==> src/rtl/pcls_pkg.sv <==
// Shared types and constants for the positional circular list store.
`timescale 1ns / 1ps
`default_nettype none

package pcls_pkg;

  localparam int OP_W      = 3;
  localparam int POS_W     = 8;
  localparam int VAL_W     = 32;
  localparam int ST_W      = 2;
  localparam int CNT_OUT_W = 5;
  localparam int BIT_CNT_W = $clog2(POS_W);

  typedef enum logic [OP_W-1:0] {
    OP_INSERT  = 3'd0,
    OP_REMOVE  = 3'd1,
    OP_READ    = 3'd2,
    OP_REVERSE = 3'd3,
    OP_CLEAR   = 3'd4
  } op_t;

  typedef enum logic [ST_W-1:0] {
    ST_OK    = 2'd0,
    ST_RANGE = 2'd1,
    ST_FULL  = 2'd2,
    ST_EMPTY = 2'd3
  } status_t;

  typedef enum logic [3:0] {
    S_IDLE,
    S_EXEC,
    S_DIV,
    S_RD_FIRST,
    S_RD_SECOND,
    S_REV_LOAD,
    S_REV_LO,
    S_REV_HI,
    S_DONE
  } state_t;

  typedef struct packed {
    logic latch;
    logic exec;
    logic div_step;
    logic rd_first;
    logic rd_second;
    logic rev_load;
    logic rev_write_lo;
    logic rev_write_hi;
    logic load_out;
  } cmd_t;

  typedef struct packed {
    logic [OP_W-1:0] op;
    logic            empty;
    logic            div_last;
    logic            rev_done;
    logic            out_busy;
  } sts_t;

endpackage

`default_nettype wire

==> src/rtl/pcls_ctrl.sv <==
// Controller state machine that sequences each list command.
`timescale 1ns / 1ps
`default_nettype none

module pcls_ctrl (
  input  wire logic          clk,
  input  wire logic          rst_n,
  input  wire logic          in_valid,
  output logic               in_ready,
  input  pcls_pkg::sts_t     sts,
  output pcls_pkg::cmd_t     cmd
);

  pcls_pkg::state_t state_r;
  pcls_pkg::state_t state_nxt;

  always_ff @(posedge clk) begin
    if (!rst_n) begin
      state_r <= pcls_pkg::S_IDLE;
    end else begin
      state_r <= state_nxt;
    end
  end

  always_comb begin
    state_nxt = state_r;
    cmd       = '0;
    in_ready  = 1'b0;
    case (state_r)
      pcls_pkg::S_IDLE: begin
        in_ready = 1'b1;
        if (in_valid) begin
          cmd.latch = 1'b1;
          state_nxt = pcls_pkg::S_EXEC;
        end
      end
      pcls_pkg::S_EXEC: begin
        cmd.exec = 1'b1;
        if (sts.op == pcls_pkg::OP_READ && !sts.empty) begin
          state_nxt = pcls_pkg::S_DIV;
        end else if (sts.op == pcls_pkg::OP_REVERSE && !sts.empty) begin
          state_nxt = pcls_pkg::S_REV_LOAD;
        end else begin
          state_nxt = pcls_pkg::S_DONE;
        end
      end
      pcls_pkg::S_DIV: begin
        cmd.div_step = 1'b1;
        if (sts.div_last) begin
          state_nxt = pcls_pkg::S_RD_FIRST;
        end
      end
      pcls_pkg::S_RD_FIRST: begin
        cmd.rd_first = 1'b1;
        state_nxt    = pcls_pkg::S_RD_SECOND;
      end
      pcls_pkg::S_RD_SECOND: begin
        cmd.rd_second = 1'b1;
        state_nxt     = pcls_pkg::S_DONE;
      end
      pcls_pkg::S_REV_LOAD: begin
        if (sts.rev_done) begin
          state_nxt = pcls_pkg::S_DONE;
        end else begin
          cmd.rev_load = 1'b1;
          state_nxt    = pcls_pkg::S_REV_LO;
        end
      end
      pcls_pkg::S_REV_LO: begin
        cmd.rev_write_lo = 1'b1;
        state_nxt        = pcls_pkg::S_REV_HI;
      end
      pcls_pkg::S_REV_HI: begin
        cmd.rev_write_hi = 1'b1;
        state_nxt        = pcls_pkg::S_REV_LOAD;
      end
      pcls_pkg::S_DONE: begin
        if (!sts.out_busy) begin
          cmd.load_out = 1'b1;
          state_nxt    = pcls_pkg::S_IDLE;
        end
      end
      default: begin
        state_nxt = pcls_pkg::S_IDLE;
      end
    endcase
  end

endmodule

`default_nettype wire

==> src/rtl/pcls_dp.sv <==
// Datapath with the element cells, count, modulo unit and result register.
`timescale 1ns / 1ps
`default_nettype none

module pcls_dp #(
  parameter int DEPTH = 16
) (
  input  wire logic                                 clk,
  input  wire logic                                 rst_n,
  input  wire logic        [pcls_pkg::OP_W-1:0]     in_operation,
  input  wire logic        [pcls_pkg::POS_W-1:0]    in_position,
  input  wire logic signed [pcls_pkg::VAL_W-1:0]    in_value,
  input  pcls_pkg::cmd_t                            cmd,
  output pcls_pkg::sts_t                            sts,
  output logic                                      out_valid,
  input  wire logic                                 out_ready,
  output logic             [pcls_pkg::ST_W-1:0]     out_status,
  output logic             [pcls_pkg::CNT_OUT_W-1:0] out_element_count,
  output logic signed      [pcls_pkg::VAL_W-1:0]    out_read_value,
  output logic signed      [pcls_pkg::VAL_W-1:0]    out_successor_value
);

  localparam int IDX_W = (DEPTH > 1) ? $clog2(DEPTH) : 1;
  localparam int CNT_W = $clog2(DEPTH + 1);
  localparam int CMP_W = (CNT_W > pcls_pkg::POS_W) ? CNT_W : pcls_pkg::POS_W;

  logic        [pcls_pkg::OP_W-1:0]      op_r;
  logic        [pcls_pkg::POS_W-1:0]     pos_r;
  logic signed [pcls_pkg::VAL_W-1:0]     val_r;
  logic        [pcls_pkg::POS_W-1:0]     div_r;
  logic        [pcls_pkg::BIT_CNT_W-1:0] bit_cnt_r;
  logic        [CNT_W-1:0]               rem_r;
  logic        [IDX_W-1:0]               nxt_r;
  logic        [IDX_W-1:0]               lo_r;
  logic        [IDX_W-1:0]               hi_r;
  logic signed [pcls_pkg::VAL_W-1:0]     tmp_r;
  logic signed [pcls_pkg::VAL_W-1:0]     cells_r   [DEPTH];
  logic signed [pcls_pkg::VAL_W-1:0]     cells_nxt [DEPTH];
  logic        [CNT_W-1:0]               count_r;
  logic        [CNT_W-1:0]               count_nxt;
  pcls_pkg::status_t                     res_status_r;
  logic signed [pcls_pkg::VAL_W-1:0]     res_rd_r;
  logic signed [pcls_pkg::VAL_W-1:0]     res_succ_r;
  logic                                  out_valid_r;
  pcls_pkg::status_t                     out_status_r;
  logic        [CNT_W-1:0]               out_count_r;
  logic signed [pcls_pkg::VAL_W-1:0]     out_rd_r;
  logic signed [pcls_pkg::VAL_W-1:0]     out_succ_r;

  logic        [CMP_W-1:0]               pos_ext;
  logic        [CMP_W-1:0]               cnt_ext;
  logic                                  ins_range;
  logic                                  full;
  logic                                  rem_range;
  logic                                  empty;
  logic                                  do_insert;
  logic                                  do_remove;
  pcls_pkg::status_t                     ex_status;
  logic        [IDX_W-1:0]               rd_addr;
  logic signed [pcls_pkg::VAL_W-1:0]     rdata;
  logic        [CNT_W:0]                 div_trial;
  logic        [CNT_W:0]                 div_cnt;
  logic        [CNT_W-1:0]               div_rem_nxt;
  logic        [CNT_W-1:0]               rem_inc;
  logic        [CNT_W-1:0]               cnt_m1;
  logic        [CNT_W+pcls_pkg::CNT_OUT_W-1:0] cnt_out_ext;

  assign pos_ext   = CMP_W'(pos_r);
  assign cnt_ext   = CMP_W'(count_r);
  assign ins_range = pos_ext > cnt_ext;
  assign full      = count_r == CNT_W'(DEPTH);
  assign rem_range = pos_ext >= cnt_ext;
  assign empty     = count_r == '0;
  assign do_insert = cmd.exec && op_r == pcls_pkg::OP_INSERT && !ins_range && !full;
  assign do_remove = cmd.exec && op_r == pcls_pkg::OP_REMOVE && !rem_range;

  always_comb begin
    case (op_r)
      pcls_pkg::OP_INSERT: begin
        if (ins_range) begin
          ex_status = pcls_pkg::ST_RANGE;
        end else if (full) begin
          ex_status = pcls_pkg::ST_FULL;
        end else begin
          ex_status = pcls_pkg::ST_OK;
        end
      end
      pcls_pkg::OP_REMOVE: begin
        ex_status = rem_range ? pcls_pkg::ST_RANGE : pcls_pkg::ST_OK;
      end
      pcls_pkg::OP_READ, pcls_pkg::OP_REVERSE: begin
        ex_status = empty ? pcls_pkg::ST_EMPTY : pcls_pkg::ST_OK;
      end
      default: begin
        ex_status = pcls_pkg::ST_OK;
      end
    endcase
  end

  always_comb begin
    count_nxt = count_r;
    if (do_insert) begin
      count_nxt = count_r + CNT_W'(1);
    end else if (do_remove) begin
      count_nxt = count_r - CNT_W'(1);
    end else if (cmd.exec && op_r == pcls_pkg::OP_CLEAR) begin
      count_nxt = '0;
    end
  end

  always_comb begin
    if (cmd.rd_first) begin
      rd_addr = rem_r[IDX_W-1:0];
    end else if (cmd.rd_second) begin
      rd_addr = nxt_r;
    end else if (cmd.rev_load) begin
      rd_addr = lo_r;
    end else begin
      rd_addr = hi_r;
    end
  end

  assign rdata = cells_r[rd_addr];

  assign div_trial   = {rem_r, div_r[pcls_pkg::POS_W-1]};
  assign div_cnt     = {1'b0, count_r};
  assign div_rem_nxt = (div_trial >= div_cnt) ? CNT_W'(div_trial - div_cnt)
                                              : CNT_W'(div_trial);
  assign rem_inc     = rem_r + CNT_W'(1);
  assign cnt_m1      = count_r - CNT_W'(1);

  always_comb begin
    cells_nxt = cells_r;
    if (do_insert) begin
      if (pos_r == '0) begin
        cells_nxt[0] = val_r;
      end
      for (int i = 1; i < DEPTH; i++) begin
        if (pcls_pkg::POS_W'(i) == pos_r) begin
          cells_nxt[i] = val_r;
        end else if (pcls_pkg::POS_W'(i) > pos_r) begin
          cells_nxt[i] = cells_r[i-1];
        end
      end
    end else if (do_remove) begin
      for (int i = 0; i < DEPTH - 1; i++) begin
        if (pcls_pkg::POS_W'(i) >= pos_r) begin
          cells_nxt[i] = cells_r[i+1];
        end
      end
    end else if (cmd.rev_write_lo) begin
      cells_nxt[lo_r] = rdata;
    end else if (cmd.rev_write_hi) begin
      cells_nxt[hi_r] = tmp_r;
    end
  end

  always_ff @(posedge clk) begin
    if (!rst_n) begin
      count_r     <= '0;
      out_valid_r <= 1'b0;
    end else begin
      count_r <= count_nxt;
      if (cmd.load_out) begin
        out_valid_r <= 1'b1;
      end else if (out_ready) begin
        out_valid_r <= 1'b0;
      end
    end
  end

  always_ff @(posedge clk) begin
    cells_r <= cells_nxt;
    if (cmd.latch) begin
      op_r  <= in_operation;
      pos_r <= in_position;
      val_r <= in_value;
    end
    if (cmd.exec) begin
      res_status_r <= ex_status;
      res_rd_r     <= '0;
      res_succ_r   <= '0;
      rem_r        <= '0;
      div_r        <= pos_r;
      bit_cnt_r    <= '0;
      lo_r         <= '0;
      hi_r         <= cnt_m1[IDX_W-1:0];
    end
    if (cmd.div_step) begin
      rem_r     <= div_rem_nxt;
      div_r     <= div_r << 1;
      bit_cnt_r <= bit_cnt_r + pcls_pkg::BIT_CNT_W'(1);
    end
    if (cmd.rd_first) begin
      res_rd_r <= rdata;
      nxt_r    <= (rem_inc >= count_r) ? '0 : rem_inc[IDX_W-1:0];
    end
    if (cmd.rd_second) begin
      res_succ_r <= rdata;
    end
    if (cmd.rev_load) begin
      tmp_r <= rdata;
    end
    if (cmd.rev_write_hi) begin
      lo_r <= lo_r + IDX_W'(1);
      hi_r <= hi_r - IDX_W'(1);
    end
    if (cmd.load_out) begin
      out_status_r <= res_status_r;
      out_count_r  <= count_r;
      out_rd_r     <= res_rd_r;
      out_succ_r   <= res_succ_r;
    end
  end

  assign sts.op       = op_r;
  assign sts.empty    = empty;
  assign sts.div_last = bit_cnt_r == pcls_pkg::BIT_CNT_W'(pcls_pkg::POS_W - 1);
  assign sts.rev_done = !(lo_r < hi_r);
  assign sts.out_busy = out_valid_r && !out_ready;

  assign cnt_out_ext         = {{pcls_pkg::CNT_OUT_W{1'b0}}, out_count_r};
  assign out_valid           = out_valid_r;
  assign out_status          = out_status_r;
  assign out_element_count   = cnt_out_ext[pcls_pkg::CNT_OUT_W-1:0];
  assign out_read_value      = out_rd_r;
  assign out_successor_value = out_succ_r;

endmodule

`default_nettype wire

==> src/rtl/positional_circular_list_store_top.sv <==
// Top level of the positional circular list store.
`timescale 1ns / 1ps
`default_nettype none

// The block holds an ordered list of up to DEPTH signed 32-bit values and runs one command per
// item: insert, remove, read with circular successor, reverse and clear. Each item yields one
// result with a status and the new count (the low five bits of it). One item is worked at a
// time. Insert, remove, clear and unused codes pass through S_EXEC and S_DONE: all cells shift
// at once in S_EXEC. A read runs a one-bit-per-cycle restoring modulo over the 8-bit position,
// then two reads through the single cell read port. A reverse does floor(count / 2) swaps, each
// through that port in S_REV_LOAD, S_REV_LO and S_REV_HI. The result register lets a new item
// be accepted while the previous result still waits. Reset clears the count and the output
// valid flag only; no clearing pass runs over the cells.
module positional_circular_list_store_top #(
  parameter int DEPTH = 16
) (
  input  wire logic                                  clk,
  input  wire logic                                  rst_n,
  input  wire logic                                  in_valid,
  output logic                                       in_ready,
  input  wire logic        [pcls_pkg::OP_W-1:0]      in_operation,
  input  wire logic        [pcls_pkg::POS_W-1:0]     in_position,
  input  wire logic signed [pcls_pkg::VAL_W-1:0]     in_value,
  output logic                                       out_valid,
  input  wire logic                                  out_ready,
  output logic             [pcls_pkg::ST_W-1:0]      out_status,
  output logic             [pcls_pkg::CNT_OUT_W-1:0] out_element_count,
  output logic signed      [pcls_pkg::VAL_W-1:0]     out_read_value,
  output logic signed      [pcls_pkg::VAL_W-1:0]     out_successor_value
);

  pcls_pkg::cmd_t cmd;
  pcls_pkg::sts_t sts;

  pcls_ctrl u_ctrl (
    .clk      (clk),
    .rst_n    (rst_n),
    .in_valid (in_valid),
    .in_ready (in_ready),
    .sts      (sts),
    .cmd      (cmd)
  );

  pcls_dp #(
    .DEPTH (DEPTH)
  ) u_dp (
    .clk                 (clk),
    .rst_n               (rst_n),
    .in_operation        (in_operation),
    .in_position         (in_position),
    .in_value            (in_value),
    .cmd                 (cmd),
    .sts                 (sts),
    .out_valid           (out_valid),
    .out_ready           (out_ready),
    .out_status          (out_status),
    .out_element_count   (out_element_count),
    .out_read_value      (out_read_value),
    .out_successor_value (out_successor_value)
  );

  a_busy_after_accept: assert property (@(posedge clk) disable iff (!rst_n)
    in_valid && in_ready |=> !in_ready)
    else $error("Block took a second item while one was in progress.");

  a_one_cmd: assert property (@(posedge clk) disable iff (!rst_n)
    $onehot0({cmd.exec, cmd.div_step, cmd.rd_first, cmd.rd_second, cmd.rev_load,
              cmd.rev_write_lo, cmd.rev_write_hi, cmd.load_out}))
    else $error("More than one datapath command in a cycle.");

  a_no_overwrite: assert property (@(posedge clk) disable iff (!rst_n)
    cmd.load_out |-> !(out_valid && !out_ready))
    else $error("Result register loaded while a result was still waiting.");

  a_empty_zero: assert property (@(posedge clk) disable iff (!rst_n)
    out_valid && out_status == pcls_pkg::ST_EMPTY |->
      out_read_value == '0 && out_successor_value == '0)
    else $error("Empty-store result carries nonzero values.");

endmodule

`default_nettype wire
==> config.mk <==
export PLATFORM = sky130hd
export DESIGN_NAME = positional_circular_list_store_top
export DESIGN_NICKNAME = d
export VERILOG_FILES = /design/src/rtl/pcls_pkg.sv /design/src/rtl/pcls_ctrl.sv /design/src/rtl/pcls_dp.sv /design/src/rtl/positional_circular_list_store_top.sv
export SDC_FILE = /design/constraint.sdc
export NUM_CORES = 2
export LEC_CHECK = 0
export BUFFER_PORTS_ARGS = -buffer_cell sky130_fd_sc_hd__buf_2
export CORE_MARGIN = 2
export CORE_UTILIZATION = 29
export DETAILED_ROUTE_END_ITERATION = 8
export SYNTH_ARGS = -nofsm -noshare
export SYNTH_HDL_FRONTEND = slang
export SYNTH_HIERARCHICAL = 1
export SYNTH_SLANG_ARGS = --single-unit
==> constraint.sdc <==
create_clock -name clk -period 19.85 [get_ports clk]
set_input_delay 0 -clock clk [delete_from_list [all_inputs] [get_ports clk]]
set_output_delay 0 -clock clk [all_outputs]
set_load 0.05 [all_outputs]
==> After elaboration in Yosys (flattened, before gate mapping) <==
Cells that the tools add are included.
{ "word_totals": {"reg_bits": 762, "latchBits": 0, "ram_bits": 0, "rom_bits": 0, "inputBits": 47, "wordCells": 304, "memories": 0} }
{ "op_classes": {"add_sub_neg": 7, "multipliers": 0, "div": 0, "n_lt_le_gt_ge": 40, "n_eq_ne": 64, "n_shift": 0, "mux": 107, "bitwise": 3, "n_reduce_logical": 46} }
{ "op_table": {"columns": ["operator", "count"], "rows": [
  ["2-to-1 mux 32 bit", 54],
  ["2-to-1 mux 512 bit", 3],
  ["bitwise mux 512 bit", 2],
  ["2-to-1 mux 480 bit", 1],
  ["demux 32 bit (select 4 bit)", 2],
  ["binary-select mux 32 bit (select 4 bit)", 1],
  ["equality test 4 x 8 -> 1 bit (first input constant)", 8],
  ["greater-than comparator 4 x 8 -> 1 bit (first input constant)", 8],
  [">= comparator 4 x 8 -> 1 bit (first input constant)", 7],
  ["2-to-1 mux 4 bit", 13],
  ["AND reduction 3 bit", 17],
  ["inequality test 3 x 2 -> 1 bit (second input constant)", 15],
  ["inequality test 3 bit (second input constant)", 15],
  ["case mux 4 bit (9 select lines)", 1],
  ["equality test 3 x 8 -> 1 bit (first input constant)", 4],
  [">= comparator 3 x 8 -> 1 bit (first input constant)", 4],
  ["greater-than comparator 3 x 8 -> 1 bit (first input constant)", 4],
  ["2-to-1 mux 5 bit", 6],
  ["equality test 2 x 8 -> 1 bit (first input constant)", 2],
  ["equality test 4 x 3 -> 1 bit (second input constant)", 4],
  [">= comparator 1 x 8 -> 1 bit (first input constant)", 2],
  [">= comparator 2 x 8 -> 1 bit (first input constant)", 2],
  ["greater-than comparator 2 x 8 -> 1 bit (first input constant)", 2],
  ["2-to-1 mux 1 bit", 16],
  ["39 further kinds", 74]
]} }

==> Depth between registers and ports, before layout <==
{ "depth": {"ltp_word": 14, "mapped_depth": 21, "mapped_depth_nobuf": 16} }

==> By module <==
Netlist, hierarchy kept.
{ "modules_own_cells": {"columns": ["module", "n_inst", "cells_each", "area_each_um2", "seq_area_each_um2"], "rows": [
  ["pcls_dp", 1, 4912, 49750.2, 22691.8],
  ["pcls_ctrl", 1, 44, 360.3, 80.1]
]} }

==> Worst setup path after synthesis <==
No wires, ideal clock.
{ "synth_timing": {"path_type": "register -> register", "from": "reg u_dp.out_valid_r, in the netlist u_dp/out_valid", "to": "reg u_dp.out_count_r[0], in the netlist u_dp/out_element_count[0], enable pin", "setup_ps": 678, "arrival_ps": 7472, "required_ps": 19172, "slack_ps": 11700, "stages_incl_launch_ff": 3, "cell_sequence": "dfxtp_1 -> nor2b_1 -> nor4_1"} }
{ "synth_lines": {"columns": ["item", "line", "text"], "rows": [
  ["start, declared", "pcls_dp.sv:44", "logic out_valid_r;"],
  ["start signal, assigned", "pcls_dp.sv:161", "out_valid_r <= 1'b0;"],
  ["start signal, assigned", "pcls_dp.sv:165", "out_valid_r <= 1'b1;"],
  ["start signal, assigned", "pcls_dp.sv:167", "out_valid_r <= 1'b0;"],
  ["end signal, assigned", "pcls_dp.sv:210", "out_count_r <= count_r;"],
  ["end, declared", "pcls_dp.sv:46", "logic [CNT_W-1:0] out_count_r;"]
]} }

==> impl_metrics.yaml <==
setup_path:
  r2r_setup_slack_ps: 12930
  crit_slowest_cell: "and3_1"
  arrival_ps: 7320
  path_max_fanout: 36
  r2r-end: "u_dp/cells_r[8]"
  start_kind: "flop"
  crit_path_frequent_cell: "buf_4"
  critPathMaxStageDelay_ps: 910
  reg2reg_from: "u_dp/hi_r[1]"
  critical_path_class: "reg -> reg"
  reg2reg_depth: 18
  worstPathRequired_ps: 20250
  crit_path_end_kind: "flop"
  path_cells: "inv_1, ha_1, a21boi_0, o21a_1, o21ai_0, nand2b_1, nor3b_1, and2_2, buf_4, mux2_2, o211a_4, buf_4, a21o_2, buf_4, a21oi_1, o21ai_0, and3_1, o221ai_1"
timing:
  maxSlewViolCount: 0
  fin_skew_ps: 36.1
  period_share: 0.348
  slew_headroom: 0.112
  max_freq_ghz: 0.145
  timing.setup.tns_ps: 0
  worst_pin_slew_ps: 1330
  finalHoldViolCount: 0
  rsz0062_at_grt: "false"
  min_period_ps: 6920
  finalSetupViolations: 0
synthesis:
  ys_seq_elements: 762
  syn_area_per_cell_um2: 10.1
  synth_edf_count: 751
  synth_cell_types: 72
  ys_warn_count: 6
  synth_ff_type: "edfxtp_1"
  ys_async_sr_fraction: 0
  syn_nets: 5036
  ys_seq_area_frac: 0.454
  syn_area_mm2: 0.0501
  syn_inst: 4956
power_and_ir_drop:
  swShare: 0.242
  peakVddDrop_mv: 0.0666
  design_power_total_mw: 3.69
  power_frac_seq: 0.494
  internal-power_mw: 2.80
  clock_power_share: 0.458
  p_sw_uw: 895
  p_per_area_mw_per_mm2: 66.1
  p_comb_frac: 0.047
  p_leak_nw: 16.2
detailed_routing:
  drc: 0
  drt_iter0_drc: 6298
  drtAntennaViolNets: 0
  wl_um: 213000
  vias: 45000
  dr.pass1.iters: 7
  wl_per_cell_um: 29.9
  drt-vias-per-instance: 6.32
cells_and_area:
  seqCellArea_mm2: 0.0228
  drive_above_1_share: 0.200
  syn_to_final_growth_pct: 11.5
  nFillCells: 17400
  multiInputGateArea_mm2: 0.0251
  layout.nets: 4830
  final_util: 0.325
clocking:
  cts_tree: "yes"
  numClockSinks: 762
  cts_max_level: 3
  cts_max_path_buffers: 3
  clk_pin_slew_ps: 60
  clockRootBuffer: "clkbuf_16"
  clk_latency_ps: 710
  postCtsHoldBufs: 59
  cts-resized-gates: 0
  cts_buffers: 85
  post_cts_buffers: 0
min_path:
  worstHoldStart: "in_value[7]"
  holdPathStages: 2
  hold_class: "in -> reg"
  whs_endpoint: "u_dp/val_r[7]"
grt:
  overflow: 0
  first_global_vias: 42800
  grt_max_degree: 208
  grt_pass1_wl_um: 303000
  grtUsageTotal: 0.233
  antenna_found_initial: 9
floorplanning:
  core_mm2: 0.172
  initial_core_util: 0.292
  core.rowCount: 152
  die_h_um: 420
  ios: 120
  die-area_mm2: 0.176
  fp.dieW_um: 420
job:
  cap_violations: 0
placed_design:
  gp_congestion: 0.866
  dp_hpwl_um: 109000
  portBuffers: 119
status:
  run_status: "complete, no violations"
-- state kept, by name, summed over array words and instances (netlist names), 4 cells and up --
signal	flops
u_dp/rem_r	5
u_dp/cells_r	512
u_dp/hi_r	4
u_dp/res_succ_r	32
u_dp/res_rd_r	32
u_dp/pos_ext	8
u_dp/count_r	5
u_dp/out_read_value	32
u_dp/val_r	32
u_dp/out_successor_value	32
u_ctrl/state_r	4
u_dp/nxt_r	4
u_dp/tmp_r	32
u_dp/lo_r	4
u_dp/out_element_count	5
u_dp/div_r	8
-- worst max-delay path, delay by kind of cell (launching register included) --
kind            cells  cell delay, ps
mux                 1             350
buf+inv             4            1970
flops               1             460
fa+ha+maj           1             250
simple gates        4            1450
compound gates      8            2060
-- through the flow --
step	area, µm²	hold slack [ps]	std cells	setup WS (ps)
after floorplan	50100	98.9	4956	11700
after global placement	52400	178	6914	13290
after CTS	55900	3.52	7130	13210
after detailed placement	52400	179	6914	13250
final	55900	31.1	7133	12930
after global routing	55900	29.2	7130	12870
-- logic make-up after synthesis --
family / count (synthesis) / share of synthesized area
buffers and inverters: 632 / 0.0533
AOI/OAI and AO/OA: 1634 / 0.242
and+or+nand+nor: 1331 / 0.117
xor gates and xnor gates: 10 / 0.00175
DFF: 762 / 0.454
adders and majority gates: 33 / 0.00839
muxes: 554 / 0.123
-- layout make-up --
cell class,instances,share of cell area
Antenna cell,3,0.000134
Clock buffer,96,0.0403
Clock inverter,61,0.0114
Inverter,55,0.00369
Multi-Input combinational cell,3562,0.449
Sequential cell,762,0.408
Tap cell,2310,0.0517
Timing Repair Buffer,284,0.0361
-- worst max path at each step --
stage,startpoint,endpoint,slack [ps],cells past startpoint
3_3_place_gp,u_dp/hi_r[1],u_dp/cells_r[8],13290,18
5_1_grt,u_dp/hi_r[1],u_dp/cells_r[7],12870,18
4_1_cts,u_dp/hi_r[1],u_dp/cells_r[8],13210,18
2_1_floorplan,u_dp/out_valid,u_dp/out_element_count[0],11700,2
3_5_place_dp,u_dp/hi_r[1],u_dp/cells_r[8],13250,18
6_report,u_dp/hi_r[1],u_dp/cells_r[8],12930,18
-- layout by cell type (no fill, tap or decap), types with 32 or more instances in the layout --
master	synthesis	final
or3_1	51	34
a211o_1	100	100
a221oi_1	132	132
buf_2	99	119
nand3_1	40	38
and3_1	41	39
edfxtp_1	751	751
dlygate4sd3_1	0	59
inv_1	54	53
ha_1	32	32
o211ai_1	474	474
o221ai_1	62	62
o21ai_0	161	156
buf_4	36	103
a22oi_1	480	480
mux2_2	507	507
nor2b_1	107	107
mux2i_1	41	41
nand2_1	772	759
nand2b_1	44	44
a21oi_1	70	68
clkbuf_16	0	89
nor2_1	224	220
-- Yosys cell counts (6+ instances only) --
library cell,instances,area share
o221ai_1,62,0.011
buf_2,99,0.0099
nand3b_1,6,0.00090
nand2_1,772,0.058
a211o_1,100,0.017
buf_1,28,0.0021
inv_1,54,0.0040
o21ai_0,161,0.016
o22ai_1,18,0.0022
a22oi_1,480,0.072
xnor2_1,6,0.0010
a32oi_1,29,0.0051
nor2_1,224,0.017
a21oi_1,70,0.0070
a211oi_1,28,0.0042
o211ai_2,7,0.0017
and3_1,41,0.0051
o211ai_1,474,0.071
a221oi_1,132,0.023
mux2i_1,41,0.0082
buf_4,36,0.0054
mux2_1,6,0.0013
nor2b_1,107,0.013
edfxtp_1,751,0.45
mux2_2,507,0.11
clkbuf_1,409,0.031
dfxtp_1,11,0.0044
nand2b_1,44,0.0055
a31oi_1,33,0.0041
a21o_1,8,0.0012
nor3_1,12,0.0012
or3_1,51,0.0064
ha_1,32,0.0080
nand3_1,40,0.0040
and2_1,8,0.0010
-- power by group through the flow --
| stage | logic, mW | registers [mW] | clock network [mW] |
|---|---|---|---|
| after floorplan | 0.104 | 1.84 | 0 |
| after global placement | 0.160 | 1.86 | 0 |
| after detailed placement | 0.162 | 1.86 | 0 |
| after CTS | 0.172 | 1.82 | 1.72 |
| after global routing | 0.184 | 1.83 | 1.77 |
| final | 0.174 | 1.83 | 1.69 |
-- metal layers --
| layer | global-route usage | wire length [µm] | part of all wire |
|---|---|---|---|
| met5 | 0.00250 | 111 | 0.00052 |
| met1 | 0.279 | 76400 | 0.36 |
| met4 | 0.152 | 16400 | 0.077 |
| met3 | 0.0641 | 26500 | 0.12 |
| met2 | 0.364 | 93900 | 0.44 |
Note: power is estimated with default switching activity, not from simulation.
